## config.mk

```make
export PLATFORM = sky130hd
export DESIGN_NAME = button_accumulator_bcd_display_core
export DESIGN_NICKNAME = d
export VERILOG_FILES = /design/src/babd_pkg.sv /design/src/babd_front.sv /design/src/babd_queue.sv /design/src/babd_exec.sv /design/src/babd_encode.sv /design/src/button_accumulator_bcd_display_core.sv
export SDC_FILE = /design/constraint.sdc
export NUM_CORES = 1
export LEC_CHECK = 0
export ABC_AREA = 1
export BUFFER_PORTS_ARGS = -buffer_cell sky130_fd_sc_hd__buf_2
export CAP_MARGIN = 20
export CORE_UTILIZATION = 59
export CTS_CLUSTER_SIZE = 10
export DETAILED_ROUTE_END_ITERATION = 6
export GPL_ROUTABILITY_DRIVEN = 0
export GPL_TIMING_DRIVEN = 0
export PLACE_DENSITY = 0.81
export REMOVE_ABC_BUFFERS = 1
export SLEW_MARGIN = 20
export SYNTH_ARGS = -nofsm -noshare
export SYNTH_HDL_FRONTEND = slang
export SYNTH_SLANG_ARGS = --single-unit
```

## constraint.sdc

```tcl
create_clock -name clk -period 6.7 [get_ports clk]
set_input_delay 1.005 -clock clk [delete_from_list [all_inputs] [get_ports clk]]
set_output_delay 1.005 -clock clk [all_outputs]
set_load 0.02 [all_outputs]
```

## src/babd_pkg.sv

```systemverilog
`timescale 1ns / 1ps
// ----------------------------------------------------------------------------
// babd_pkg: shared types and constants of the button accumulator display
// Holds the command and accumulator word types, button bit positions, LED
// codes and the constants of the modulo-10000 reduction.
// ----------------------------------------------------------------------------
package babd_pkg;

	localparam int TOTAL_WIDTH = 32;

	localparam int SW_W    = 8;
	localparam int BTN_W   = 8;
	localparam int DIGIT_W = 16;
	localparam int LED_W   = 16;

	// button bit positions
	localparam int BTN_CENTER = 7;
	localparam int BTN_UP     = 6;
	localparam int BTN_LEFT   = 5;
	localparam int BTN_RIGHT  = 4;

	localparam logic [3:0]       MINUS_NIBBLE = 4'hC;
	localparam logic [LED_W-1:0] LED_CLEARED  = 16'h0000;
	localparam logic [LED_W-1:0] LED_LATCHED  = 16'h0001;
	localparam logic [LED_W-1:0] LED_ADD      = 16'h0010;
	localparam logic [LED_W-1:0] LED_SUB      = 16'h0020;

	// modulo-10000 reduction: fold bytes with weights 256^k mod 10000,
	// then divide the folded sum by a reciprocal multiply
	localparam int     DEC_MOD     = 10000;
	localparam int     NBYTES      = (TOTAL_WIDTH + 7) / 8;
	localparam int     MAG_EXT_W   = NBYTES * 8;
	localparam longint FOLD_MAX    = 64'd255 * (DEC_MOD - 1) * NBYTES;
	localparam int     FOLD_W      = $clog2(FOLD_MAX + 1);
	localparam int     RECIP_SHIFT = 30;
	localparam longint RECIP_M     = (64'd1 << RECIP_SHIFT) / DEC_MOD;
	localparam int     RECIP_W     = 17;
	localparam int     Q_W         = FOLD_W - 13;
	localparam int     PROD_W      = FOLD_W + RECIP_W;
	localparam int     REM_W       = 14;

	localparam int QUEUE_DEPTH = 4;
	localparam int QPTR_W      = $clog2(QUEUE_DEPTH);

	typedef enum logic [3:0] {
		OP_UP     = 4'b0001,
		OP_CENTER = 4'b0010,
		OP_LEFT   = 4'b0100,
		OP_RIGHT  = 4'b1000
	} op_t;

	typedef struct packed {
		op_t             op;
		logic [SW_W-1:0] sw;
	} cmd_t;

	typedef struct packed {
		op_t                    op;
		logic [TOTAL_WIDTH-1:0] total;
	} acc_t;

endpackage

```

## src/babd_front.sv

```systemverilog
`timescale 1ns / 1ps
// ----------------------------------------------------------------------------
// babd_front: button edge detection and command classification
// Takes one switch/button poll per cycle unless the queue is full, keeps the
// previous button levels and queues one command per poll with a new press.
// ----------------------------------------------------------------------------
module babd_front (
	input  logic                       clk,
	input  logic                       arst_n,
	input  logic                       in_valid,
	output logic                       in_ready,
	input  logic [babd_pkg::SW_W-1:0]  switches,
	input  logic [babd_pkg::BTN_W-1:0] buttons,
	output logic                       push_valid,
	output babd_pkg::cmd_t             push_cmd,
	input  logic                       queue_full
);
	import babd_pkg::*;

	logic [BTN_W-1:0] prev_btn_q;
	logic [BTN_W-1:0] edge_bits;
	logic             accept;
	logic             any_press;

	assign in_ready = !queue_full;
	assign accept   = in_valid && in_ready;
	assign edge_bits = buttons & ~prev_btn_q;

	always_ff @(posedge clk or negedge arst_n) begin
		if (!arst_n) begin
			prev_btn_q <= '0;
		end else if (accept) begin
			prev_btn_q <= buttons;
		end
	end

	// up wins, then center, left, right
	always_comb begin
		push_cmd.sw = switches;
		push_cmd.op = OP_UP;
		any_press   = 1'b1;
		priority if (edge_bits[BTN_UP]) begin
			push_cmd.op = OP_UP;
		end else if (edge_bits[BTN_CENTER]) begin
			push_cmd.op = OP_CENTER;
		end else if (edge_bits[BTN_LEFT]) begin
			push_cmd.op = OP_LEFT;
		end else if (edge_bits[BTN_RIGHT]) begin
			push_cmd.op = OP_RIGHT;
		end else begin
			any_press = 1'b0;
		end
	end

	assign push_valid = accept && any_press;

endmodule

```

## src/babd_queue.sv

```systemverilog
`timescale 1ns / 1ps
// ----------------------------------------------------------------------------
// babd_queue: short command queue
// Decouples the front from the execution pipeline so each side stalls alone.
// ----------------------------------------------------------------------------
module babd_queue (
	input  logic           clk,
	input  logic           arst_n,
	input  logic           push,
	input  babd_pkg::cmd_t push_data,
	output logic           full,
	output logic           pop_valid,
	input  logic           pop_ready,
	output babd_pkg::cmd_t pop_data
);
	import babd_pkg::*;

	cmd_t              entry_q [QUEUE_DEPTH];
	logic [QPTR_W-1:0] wr_ptr_q;
	logic [QPTR_W-1:0] rd_ptr_q;
	logic [QPTR_W:0]   count_q;
	logic              pop;

	assign full      = (count_q == (QPTR_W+1)'(QUEUE_DEPTH));
	assign pop_valid = (count_q != '0);
	assign pop       = pop_valid && pop_ready;
	assign pop_data  = entry_q[rd_ptr_q];

	always_ff @(posedge clk) begin
		if (push) begin
			entry_q[wr_ptr_q] <= push_data;
		end
	end

	always_ff @(posedge clk or negedge arst_n) begin
		if (!arst_n) begin
			wr_ptr_q <= '0;
			rd_ptr_q <= '0;
			count_q  <= '0;
		end else begin
			if (push) begin
				wr_ptr_q <= wr_ptr_q + 1'b1;
			end
			if (pop) begin
				rd_ptr_q <= rd_ptr_q + 1'b1;
			end
			unique case ({push, pop})
				2'b10:   count_q <= count_q + 1'b1;
				2'b01:   count_q <= count_q - 1'b1;
				default: count_q <= count_q;
			endcase
		end
	end

endmodule

```

## src/babd_exec.sv

```systemverilog
`timescale 1ns / 1ps
// ----------------------------------------------------------------------------
// babd_exec: accumulator execution stage
// Pops commands, updates the running total and latched operand, and hands
// the new total with its operation to the display encoder.
// ----------------------------------------------------------------------------
module babd_exec (
	input  logic           clk,
	input  logic           arst_n,
	input  logic           cmd_valid,
	output logic           cmd_ready,
	input  babd_pkg::cmd_t cmd,
	output logic           acc_valid,
	input  logic           acc_ready,
	output babd_pkg::acc_t acc
);
	import babd_pkg::*;

	logic [TOTAL_WIDTH-1:0] total_q;
	logic [SW_W-1:0]        operand_q;
	logic [TOTAL_WIDTH-1:0] next_total;
	logic [SW_W-1:0]        next_operand;
	logic                   valid_s1;
	acc_t                   acc_s1;
	logic                   take;

	assign cmd_ready = !valid_s1 || acc_ready;
	assign take      = cmd_valid && cmd_ready;
	assign acc_valid = valid_s1;
	assign acc       = acc_s1;

	always_comb begin
		next_total   = total_q;
		next_operand = operand_q;
		unique case (cmd.op)
			OP_UP: begin
				next_total   = '0;
				next_operand = '0;
			end
			OP_CENTER: begin
				next_operand = cmd.sw;
			end
			OP_LEFT: begin
				next_total = total_q + TOTAL_WIDTH'(operand_q);
			end
			OP_RIGHT: begin
				next_total = total_q - TOTAL_WIDTH'(operand_q);
			end
			default: begin
				next_total = total_q;
			end
		endcase
	end

	always_ff @(posedge clk or negedge arst_n) begin
		if (!arst_n) begin
			total_q   <= '0;
			operand_q <= '0;
			valid_s1  <= 1'b0;
		end else begin
			if (take) begin
				total_q   <= next_total;
				operand_q <= next_operand;
			end
			if (cmd_ready) begin
				valid_s1 <= cmd_valid;
			end
		end
	end

	always_ff @(posedge clk) begin
		if (take) begin
			acc_s1.op    <= cmd.op;
			acc_s1.total <= next_total;
		end
	end

endmodule

```

## src/babd_encode.sv

```systemverilog
`timescale 1ns / 1ps
// ----------------------------------------------------------------------------
// babd_encode: display word encoder pipeline
// Magnitude, modulo 10000 by byte folding and reciprocal division, then
// four BCD digits by shift-and-add-3 over two stages; holds the output word.
// ----------------------------------------------------------------------------
module babd_encode (
	input  logic                         clk,
	input  logic                         arst_n,
	input  logic                         acc_valid,
	output logic                         acc_ready,
	input  babd_pkg::acc_t               acc,
	output logic                         out_valid,
	input  logic                         out_ready,
	output logic [babd_pkg::DIGIT_W-1:0] digit_word,
	output logic [babd_pkg::LED_W-1:0]   led_bits
);
	import babd_pkg::*;

	localparam int DD_HALF = REM_W / 2;

	function automatic logic [13:0] byte_weight(input int k);
		int w;
		w = 1;
		for (int i = 0; i < k; i++) begin
			w = (w * 256) % DEC_MOD;
		end
		return 14'(w);
	endfunction

	// one shift-and-add-3 step per incoming bit, MSB first
	function automatic logic [DIGIT_W-1:0] dabble(input logic [DIGIT_W-1:0] bcd_in,
			input logic [DD_HALF-1:0] bits);
		logic [DIGIT_W-1:0] b;
		b = bcd_in;
		for (int i = DD_HALF - 1; i >= 0; i--) begin
			for (int n = 0; n < 4; n++) begin
				if (b[n*4 +: 4] >= 4'd5) begin
					b[n*4 +: 4] = b[n*4 +: 4] + 4'd3;
				end
			end
			b = {b[DIGIT_W-2:0], bits[i]};
		end
		return b;
	endfunction

	logic v2, v3, v4, v5, v6, v7;
	logic rdy2, rdy3, rdy4, rdy5, rdy6, rdy7;

	op_t                    op_s2, op_s3, op_s4, op_s5, op_s6;
	logic                   neg_s2, neg_s3, neg_s4, neg_s5, neg_s6;
	logic [TOTAL_WIDTH-1:0] mag_s2;
	logic [FOLD_W-1:0]      fold_s3, fold_s4;
	logic [Q_W-1:0]         q_s4;
	logic [REM_W-1:0]       rem_s5;
	logic [DIGIT_W-1:0]     bcd_s6;
	logic [DD_HALF-1:0]     low_s6;
	logic [DIGIT_W-1:0]     digit_s7;
	logic [LED_W-1:0]       led_s7;
	logic [DIGIT_W-1:0]     shown_hi_q;

	logic                   neg_in;
	logic [MAG_EXT_W-1:0]   mag_ext;
	logic [FOLD_W-1:0]      fold_sum;
	logic [PROD_W-1:0]      prod;
	logic [FOLD_W-1:0]      qm;
	logic [FOLD_W-1:0]      diff;
	logic [FOLD_W-1:0]      rem_fix;
	logic [DIGIT_W-1:0]     bcd_full;
	logic [DIGIT_W-1:0]     enc;

	assign rdy7 = !v7 || out_ready;
	assign rdy6 = !v6 || rdy7;
	assign rdy5 = !v5 || rdy6;
	assign rdy4 = !v4 || rdy5;
	assign rdy3 = !v3 || rdy4;
	assign rdy2 = !v2 || rdy3;
	assign acc_ready = rdy2;

	assign out_valid  = v7;
	assign digit_word = digit_s7;
	assign led_bits   = led_s7;

	assign neg_in = acc.total[TOTAL_WIDTH-1];

	always_comb begin
		mag_ext  = MAG_EXT_W'(mag_s2);
		fold_sum = '0;
		for (int b = 0; b < NBYTES; b++) begin
			fold_sum = fold_sum + FOLD_W'(mag_ext[b*8 +: 8]) * FOLD_W'(byte_weight(b));
		end
	end

	assign prod    = PROD_W'(fold_s3) * PROD_W'(RECIP_M);
	assign qm      = FOLD_W'(q_s4) * FOLD_W'(DEC_MOD);
	assign diff    = fold_s4 - qm;
	assign rem_fix = (diff >= FOLD_W'(DEC_MOD)) ? diff - FOLD_W'(DEC_MOD) : diff;

	assign bcd_full = dabble(bcd_s6, low_s6);
	assign enc      = neg_s6 ? {MINUS_NIBBLE, bcd_full[DIGIT_W-5:0]} : bcd_full;

	always_ff @(posedge clk or negedge arst_n) begin
		if (!arst_n) begin
			v2 <= 1'b0;
			v3 <= 1'b0;
			v4 <= 1'b0;
			v5 <= 1'b0;
			v6 <= 1'b0;
			v7 <= 1'b0;
			shown_hi_q <= '0;
		end else begin
			if (rdy2) v2 <= acc_valid;
			if (rdy3) v3 <= v2;
			if (rdy4) v4 <= v3;
			if (rdy5) v5 <= v4;
			if (rdy6) v6 <= v5;
			if (rdy7) v7 <= v6;
			if (rdy7 && v6 && (op_s6 != OP_CENTER)) begin
				shown_hi_q <= enc;
			end
		end
	end

	always_ff @(posedge clk) begin
		if (rdy2 && acc_valid) begin
			op_s2  <= acc.op;
			neg_s2 <= neg_in;
			mag_s2 <= neg_in ? (~acc.total + 1'b1) : acc.total;
		end
		if (rdy3 && v2) begin
			op_s3   <= op_s2;
			neg_s3  <= neg_s2;
			fold_s3 <= fold_sum;
		end
		if (rdy4 && v3) begin
			op_s4   <= op_s3;
			neg_s4  <= neg_s3;
			fold_s4 <= fold_s3;
			q_s4    <= prod[RECIP_SHIFT +: Q_W];
		end
		if (rdy5 && v4) begin
			op_s5  <= op_s4;
			neg_s5 <= neg_s4;
			rem_s5 <= rem_fix[REM_W-1:0];
		end
		if (rdy6 && v5) begin
			op_s6  <= op_s5;
			neg_s6 <= neg_s5;
			bcd_s6 <= dabble('0, rem_s5[REM_W-1:DD_HALF]);
			low_s6 <= rem_s5[DD_HALF-1:0];
		end
		if (rdy7 && v6) begin
			unique case (op_s6)
				OP_CENTER: begin
					digit_s7 <= shown_hi_q;
					led_s7   <= LED_LATCHED;
				end
				OP_UP: begin
					digit_s7 <= enc;
					led_s7   <= LED_CLEARED;
				end
				OP_LEFT: begin
					digit_s7 <= enc;
					led_s7   <= LED_ADD;
				end
				OP_RIGHT: begin
					digit_s7 <= enc;
					led_s7   <= LED_SUB;
				end
				default: begin
					digit_s7 <= enc;
					led_s7   <= LED_CLEARED;
				end
			endcase
		end
	end

endmodule

```

## src/button_accumulator_bcd_display_core.sv

```systemverilog
`timescale 1ns / 1ps
// ----------------------------------------------------------------------------
// button_accumulator_bcd_display_core: button accumulator with BCD display
// Polled switches and buttons drive a 32-bit accumulator; each poll with a
// new press yields one display word with four BCD digits and an LED code.
// ----------------------------------------------------------------------------
// Usage:
//   Input stream (s_*): one word per poll, switches in bits 7:0 and button
//   levels in bits 15:8 (center 15, up 14, left 13, right 12). A word whose
//   buttons show no new press gives no output word.
//   Output stream (m_*): one word per acting press, digit_word in bits 15:0
//   (four BCD nibbles, top nibble 0xC for minus) and led_bits in 31:16.
//   Throughput: one input word per cycle, sustained while s_tready is high;
//   one output word per cycle while m_tready is high. A taken input word
//   passes the command queue, the execute stage and the encoder pipeline
//   (magnitude, byte fold, reciprocal multiply, remainder, two
//   shift-and-add-3 stages, the second one driving m_*) on its way to m_*.
//   Stall: when m_tready is low the pipeline holds; the 4-entry command
//   queue fills and s_tready drops once it is full. Words that carry no
//   press still need a free queue slot to be taken.
//   Reset: arst_n clears the total, operand, button history, shown digits
//   and all valid flags; no word is sent at reset.
// ----------------------------------------------------------------------------
module button_accumulator_bcd_display_core (
	input  logic        clk,
	input  logic        arst_n,
	input  logic        s_tvalid,
	output logic        s_tready,
	input  logic [15:0] s_tdata,   // switches[7:0], buttons[15:8]
	output logic        m_tvalid,
	input  logic        m_tready,
	output logic [31:0] m_tdata    // digit_word[15:0], led_bits[31:16]
);
	import babd_pkg::*;

	// front to queue
	logic push_valid;
	cmd_t push_cmd;
	logic queue_full;

	// queue to execution
	logic pop_valid;
	logic pop_ready;
	cmd_t pop_cmd;

	// execution to encoder
	logic acc_valid;
	logic acc_ready;
	acc_t acc;

	logic [DIGIT_W-1:0] digit_word;
	logic [LED_W-1:0]   led_bits;

	// detect new presses and classify by priority
	babd_front u_front (
		.clk        (clk),
		.arst_n     (arst_n),
		.in_valid   (s_tvalid),
		.in_ready   (s_tready),
		.switches   (s_tdata[SW_W-1:0]),
		.buttons    (s_tdata[SW_W +: BTN_W]),
		.push_valid (push_valid),
		.push_cmd   (push_cmd),
		.queue_full (queue_full)
	);

	// hold commands while the back end stalls
	babd_queue u_queue (
		.clk       (clk),
		.arst_n    (arst_n),
		.push      (push_valid),
		.push_data (push_cmd),
		.full      (queue_full),
		.pop_valid (pop_valid),
		.pop_ready (pop_ready),
		.pop_data  (pop_cmd)
	);

	// update total and operand in command order
	babd_exec u_exec (
		.clk       (clk),
		.arst_n    (arst_n),
		.cmd_valid (pop_valid),
		.cmd_ready (pop_ready),
		.cmd       (pop_cmd),
		.acc_valid (acc_valid),
		.acc_ready (acc_ready),
		.acc       (acc)
	);

	// convert total to display digits and drive the output word
	babd_encode u_encode (
		.clk        (clk),
		.arst_n     (arst_n),
		.acc_valid  (acc_valid),
		.acc_ready  (acc_ready),
		.acc        (acc),
		.out_valid  (m_tvalid),
		.out_ready  (m_tready),
		.digit_word (digit_word),
		.led_bits   (led_bits)
	);

	assign m_tdata = {led_bits, digit_word};

endmodule
```

**After elaboration in Yosys (flattened, before gate mapping)**

Memory sizes are Yosys's and may differ from the RTL's.
Index checks and enable logic that the tools add are counted.

- Flip-flop bits (word level): 292
- Bits in latches: 0
- Memory bits (writable): 48
- Bits in read-only memories: 0
- Word-level logic and storage cells: 215
- Memories kept: 1

- Add/subtract/negate cells: 44
- Multipliers: 4
- Div/mod/pow operators: 0
- Magnitude comparators: 33
- Eq/ne operators: 11
- Shifts and indexed selects: 0
- Muxes and demuxes: 53
- Bitwise logic cells: 3
- Reduce and logical (&&, ||, !) cells: 29

Memory list:

| memory | words | width | rd ports | clocked after Yosys merged registers in | wr ports | RTL line | text |
|---|---|---|---|---|---|---|---|
| u_queue.entry_q | 4 | 12 | 1 | 0 | 1 | babd_queue.sv:18 | `cmd_t entry_q [QUEUE_DEPTH];` |

Operators with widths:

| kind | number |
|---|---|
| $mux W4 | 32 |
| $ge A4 B3 Y1 const B | 28 |
| $pmux W32 S3 | 1 |
| $add A4 B2 Y4 const B | 23 |
| $add A24 B21 Y24 | 2 |
| $mul A24 B16 Y40 const B | 1 |
| $add A32 B1 Y32 const B | 1 |
| $add A32 B8 Y32 | 1 |
| $mux W16 | 2 |
| $not A32 Y32 | 1 |
| $sub A32 B8 Y32 | 1 |
| $mux W31 | 1 |
| $ge A24 B14 Y1 const B | 1 |
| $sub A24 B24 Y24 | 1 |
| $mux W3 | 7 |
| $mul A11 B10 Y20 const B | 1 |
| $pmux W6 S3 | 1 |
| $add A8 B16 Y17 | 1 |
| $mul A8 B9 Y17 const B | 1 |
| $mul A8 B8 Y16 const B | 1 |
| $pmux W8 S2 | 1 |
| $add A3 B2 Y3 const B | 5 |
| $mux W14 | 1 |
| $sub A14 B14 Y14 const B | 1 |
| other kinds (25) | 61 |

**Longest topological paths before layout**

- Depth after elaboration: 16
- Depth in mapped cells: 47
- Depth with buffers taken out: 47

**Hierarchy**

From an unflattened synthesis, not the netlist that was laid out.

- Cells, all modules: 3372
- Area, all modules: 30389.1 um2

Modules (own cells, without submodules):

| module | instances | cells each | area each (um2) | seq. area each (um2) |
|---|---|---|---|---|
| babd_encode | 1 | 2310 | 21886.0 | 5445.2 |
| babd_exec | 1 | 826 | 5773.0 | 2107.0 |
| babd_queue | 1 | 197 | 2426.1 | 1616.6 |
| babd_front | 1 | 39 | 304.0 | 100.1 |

**Worst setup path before layout**

OpenSTA, ideal clock, no wires.

- Path kind: register -> register
- From: register u_encode.q_s4[3]
- To: register u_encode.rem_s5[10] (data pin)
- Library setup time: 0.254 ns
- Data arrival time: 6.097 ns
- Data required time: 6.446 ns
- Path slack: 0.348 ns
- Cell stages (with the launch flop): 38
- Buffers on the path: 0
- Clock period less this slack: 6.352 ns
- Path through: edfxtp_1 -> inv_1 -> fa_1 -> inv_1 -> ha_1 -> ha_1 -> ha_1 -> inv_1 -> fa_1 -> inv_1 -> ha_1 -> a21oi_1 -> o21ai_0 -> a21oi_1 -> o21bai_1 -> a21o_1 -> a21oi_1 -> inv_1 -> [... 2 more ...] -> a21oi_1 -> nor2_1 -> nor2_1 -> xor2_1 -> ha_1 -> inv_1 -> nor3_1 -> nor3b_1 -> nand3_1 -> nand3_1 -> xor2_1 -> nor2_1 -> nand2_1 -> nor2_1 -> o2111ai_1 -> nand2_1 -> o21ai_0 -> o21a_1

- Cells in the longest elaborated chain, start to end: 4

RTL lines:

| what | RTL line | text |
|---|---|---|
| start, declared | babd_encode.sv:54 | `logic [Q_W-1:0] q_s4;` |
| start signal, assigned | babd_encode.sv:139 | `q_s4 <= prod[RECIP_SHIFT +: Q_W];` |
| $mul A11 B10 Y20 * | babd_encode.sv:95 | `assign qm = FOLD_W'(q_s4) * FOLD_W'(DEC_MOD);` |
| $sub A24 B24 Y24 * | babd_encode.sv:96 | `assign diff = fold_s4 - qm;` |
| $ge A24 B14 Y1 / $sub A14 B14 Y14 (equally long branches) | babd_encode.sv:97 | `assign rem_fix = (diff >= FOLD_W'(DEC_MOD)) ? diff - FOLD_W'(DEC_MOD) : diff;` |
| $mux W14 * | babd_encode.sv:97 |  |
| named net u_encode.rem_fix[10] | babd_encode.sv:68 | `logic [FOLD_W-1:0] rem_fix;` |
| end signal, assigned | babd_encode.sv:144 | `rem_s5 <= rem_fix[REM_W-1:0];` |
| end, declared | babd_encode.sv:55 | `logic [REM_W-1:0] rem_s5;` |

Mark *: on every way through the listed nets, which the timed path passes. The rest lies on a longest branch.
A chain may end at the register's enable or synchronous reset.

**Worst setup path after layout**

- From: register u_encode.q_s4[1]
- To: register u_encode.rem_s5[10] (data pin)

Same word-level chain as after synthesis.

==> metrics.txt <==
hold crit path type=register to register; drt via density=5.58; critical path class=register to register; Max Cap Violations=0; Detailed Place HPWL=48800 microns; Synth top area share=25.9%; cell family with the largest share of critical-path delay=adder cells; critical path's slowest cell=fa_1; reg-to-reg setup timing slack=0.12 ns; Critical Path RT=7.01 ns; 1st-iter DRT viols=1267; slowest stage delay, CP=0.61 ns; syn avg cell area=9.51 sq um; Worst setup startpoint=u_encode.q_s4[1]$_DFFE_PP_; CP bufs+invs=2; count of input and output buffers=36; Max Buffers Root-to-Sink=3; Final Hold Vio Count=0; WL per Instance=16.7 microns; sequential area share after synthesis=32.4%; DRC Markers=0; HP Start=u_encode.op_s3[0]$_DFFE_PP_; Synth Register Bits=321; # IOs=54; Tcrit/Tclk final=98.3%; CTS tree=done; Rel. slew slack=36.4%; Post-Route WL=62300 microns; final setup violating endpoints=0; ys async rst share=23.1%; drt pass-1 iters=5; Synth area leader=edfxtp_1; Post-Synthesis Cells=3005; yosys warns=0; clk sinks=321; final worst path period need=6.58 ns; Die Ht=222 microns; worst-skew pair later-pin latency=0.56 ns; area of the multi-input gates=0.0171 sq mm; Filler cells=3558; Yosys cell types=53; Final ANT Viol Nets=0; via count=20800; skew final=0.0235 ns; Core Region=0.0477 sq mm; unrepaired setup endpoints after global routing=yes; first-pass GRT wire length=102000 microns; Root Driver=clkbuf_16; die area=0.0493 sq mm; Final TNS setup=0 ns; leading cell type in the layout, fill and taps excluded=inv_1; number of global-route vias before repair=21800; CP dominant cell by count=ha_1; status=complete, no violations; Critical Path Fanout Max=5; layout cells sized above 1=8.48%; FF/Latch Area=0.00927 sq mm; worst slew pin tran=0.952 ns; Die X-Extent=222 microns; Startpoint Class=register; top cells by area, synth=edfxtp_1 26%, ha_1 18%, fa_1 15%; Final Max Tran Viols=0; final net count=3720; Starting Density=59.9%; FMAX=152 MHz; area delta synth->final=8.98%; CTS clk-pin slew, worst paths=0.06 ns; crit path capture type=register; Worst EP arrival=6.90 ns; # rows=80; Diodes inserted=0; EDFF count, synth=247; area of the mapped netlist=0.0286 sq mm; gr ovfl total=0; Main synth FF type=edfxtp_1; most frequent cells in the layout=607 x inv_1, 440 x nand2_1, 397 x ha_1, 247 x edfxtp_1, 211 x fa_1; H-tree levels=2; largest net degree at the start of global routing=75; number of buffers created by CTS=40; initial antenna violation count=0; Worst R2R Start=u_encode.q_s4[1]$_DFFE_PP_; gr usage total=25.6%
## worst paths after layout
kind                                                 endpoint  cells after the start
setup / recovery                u_encode.rem_s5[10]$_DFFE_PP_                     34
hold / removal                    u_encode.op_s4[0]$_DFFE_PP_                      0
setup reg to reg                u_encode.rem_s5[10]$_DFFE_PP_                     34
hold reg to reg                   u_encode.op_s4[0]$_DFFE_PP_                      0
max in group asynchronous  u_encode.shown_hi_q[3]$_DFFE_PN0P_                      2
min in group asynchronous      u_exec.total_q[14]$_DFFE_PN0P_                      1
## layer usage
| metal | part of all wire, % | up-vias | GRT usage, % |
|---|---|---|---|
| met5 | 0 | - | 0 |
| met3 | 5.2 | 178 | 3.78 |
| met2 | 52 | 670 | 46.7 |
| met1 | 38 | 10000 | 29.4 |
| met4 | 4.3 | 0 | 11.8 |
| li1 | - | 9962 | - |
## synth_stat cells (all sizes together), types with 2 or more instances
| master | n |
|---|---|
| inv | 630 |
| nand2 | 484 |
| ha | 404 |
| edfxtp | 247 |
| fa | 211 |
| o21ai | 173 |
| a21oi | 153 |
| nor2 | 137 |
| xor2 | 107 |
| nand3 | 103 |
| dfrtp | 74 |
| xnor2 | 55 |
| o22ai | 31 |
| nand4 | 26 |
| clkbuf | 21 |
| buf | 20 |
| nor3 | 19 |
| o21bai | 16 |
| o31ai | 16 |
| or2 | 12 |
| a211oi | 8 |
| a31oi | 8 |
| nor4 | 7 |
| a21o | 6 |
| a32oi | 4 |
| o2111ai | 4 |
| o21a | 4 |
| nand3b | 3 |
| o211ai | 3 |
| a21boi | 2 |
| a221oi | 2 |
| and2 | 2 |
| clkinv | 2 |
| nor3b | 2 |
| o221ai | 2 |
| o32ai | 2 |
## flip-flops by register name (all words and copies together), names as in the netlist, 7 cells and up
register,cells
u_queue.entry_q,48
u_exec.acc,36
u_encode.mag_ext,32
u_exec.total_q,32
u_encode.fold_s3,23
u_encode.fold_s4,23
u_encode.digit_word,16
u_encode.shown_hi_q,16
u_encode.rem_s5,14
u_encode.q_s4,11
u_encode.bcd_s6,9
u_exec.operand_q,8
u_encode.low_s6,7
## metrics by stage
step / setup WS [ns] / instances / hold WS (ns) / area [sq um] / utilization, %
final: 0.116 / 3729 / 0.407 / 31200 / 65.3
after global routing: -0.293 / 3729 / 0.421 / 31200 / 65.3
after CTS: 0.00226 / 3714 / 0.405 / 30900 / 64.7
after detailed placement: -0.837 / 3631 / 0.405 / 29500 / 61.8
after global placement: -0.602 / 3627 / 0.403 / 29400 / 61.5
after floorplan: 0.348 / 2976 / 0.400 / 28400 / -
## logic make-up after synthesis
| kind of cell | synth area share (%) |
|---|---|
| AOI/OAI and AO/OA | 8.73 |
| buffers and inverters | 9.01 |
| other | 0.0131 |
| adders and majority gates | 32.5 |
| DFF | 32.4 |
| xor gates and xnor gates | 5.15 |
| and+or+nand+nor | 12.2 |
## final cells by class
type,count,share of cell area (%)
Sequential cell,321,29.8
Timing Repair Buffer,65,1.53
Inverter,632,7.63
Clock inverter,8,0.237
Clock buffer,63,3.62
Multi-Input combinational cell,2024,54.7
Tap cell,615,2.47
Timing Repair inverter,1,0.0161
## timing repair
action	4_1_cts	5_1_grt
resized for setup	15	42
hold buffers	0	0
pin swaps	6	27
buffers inserted	11	14
gates cloned	1	1
setup endpoints to repair	12	21
Power is left out: the tool's default activity adds up to more than one toggle a clock period on the data nets, which glitch-free logic cannot reach.
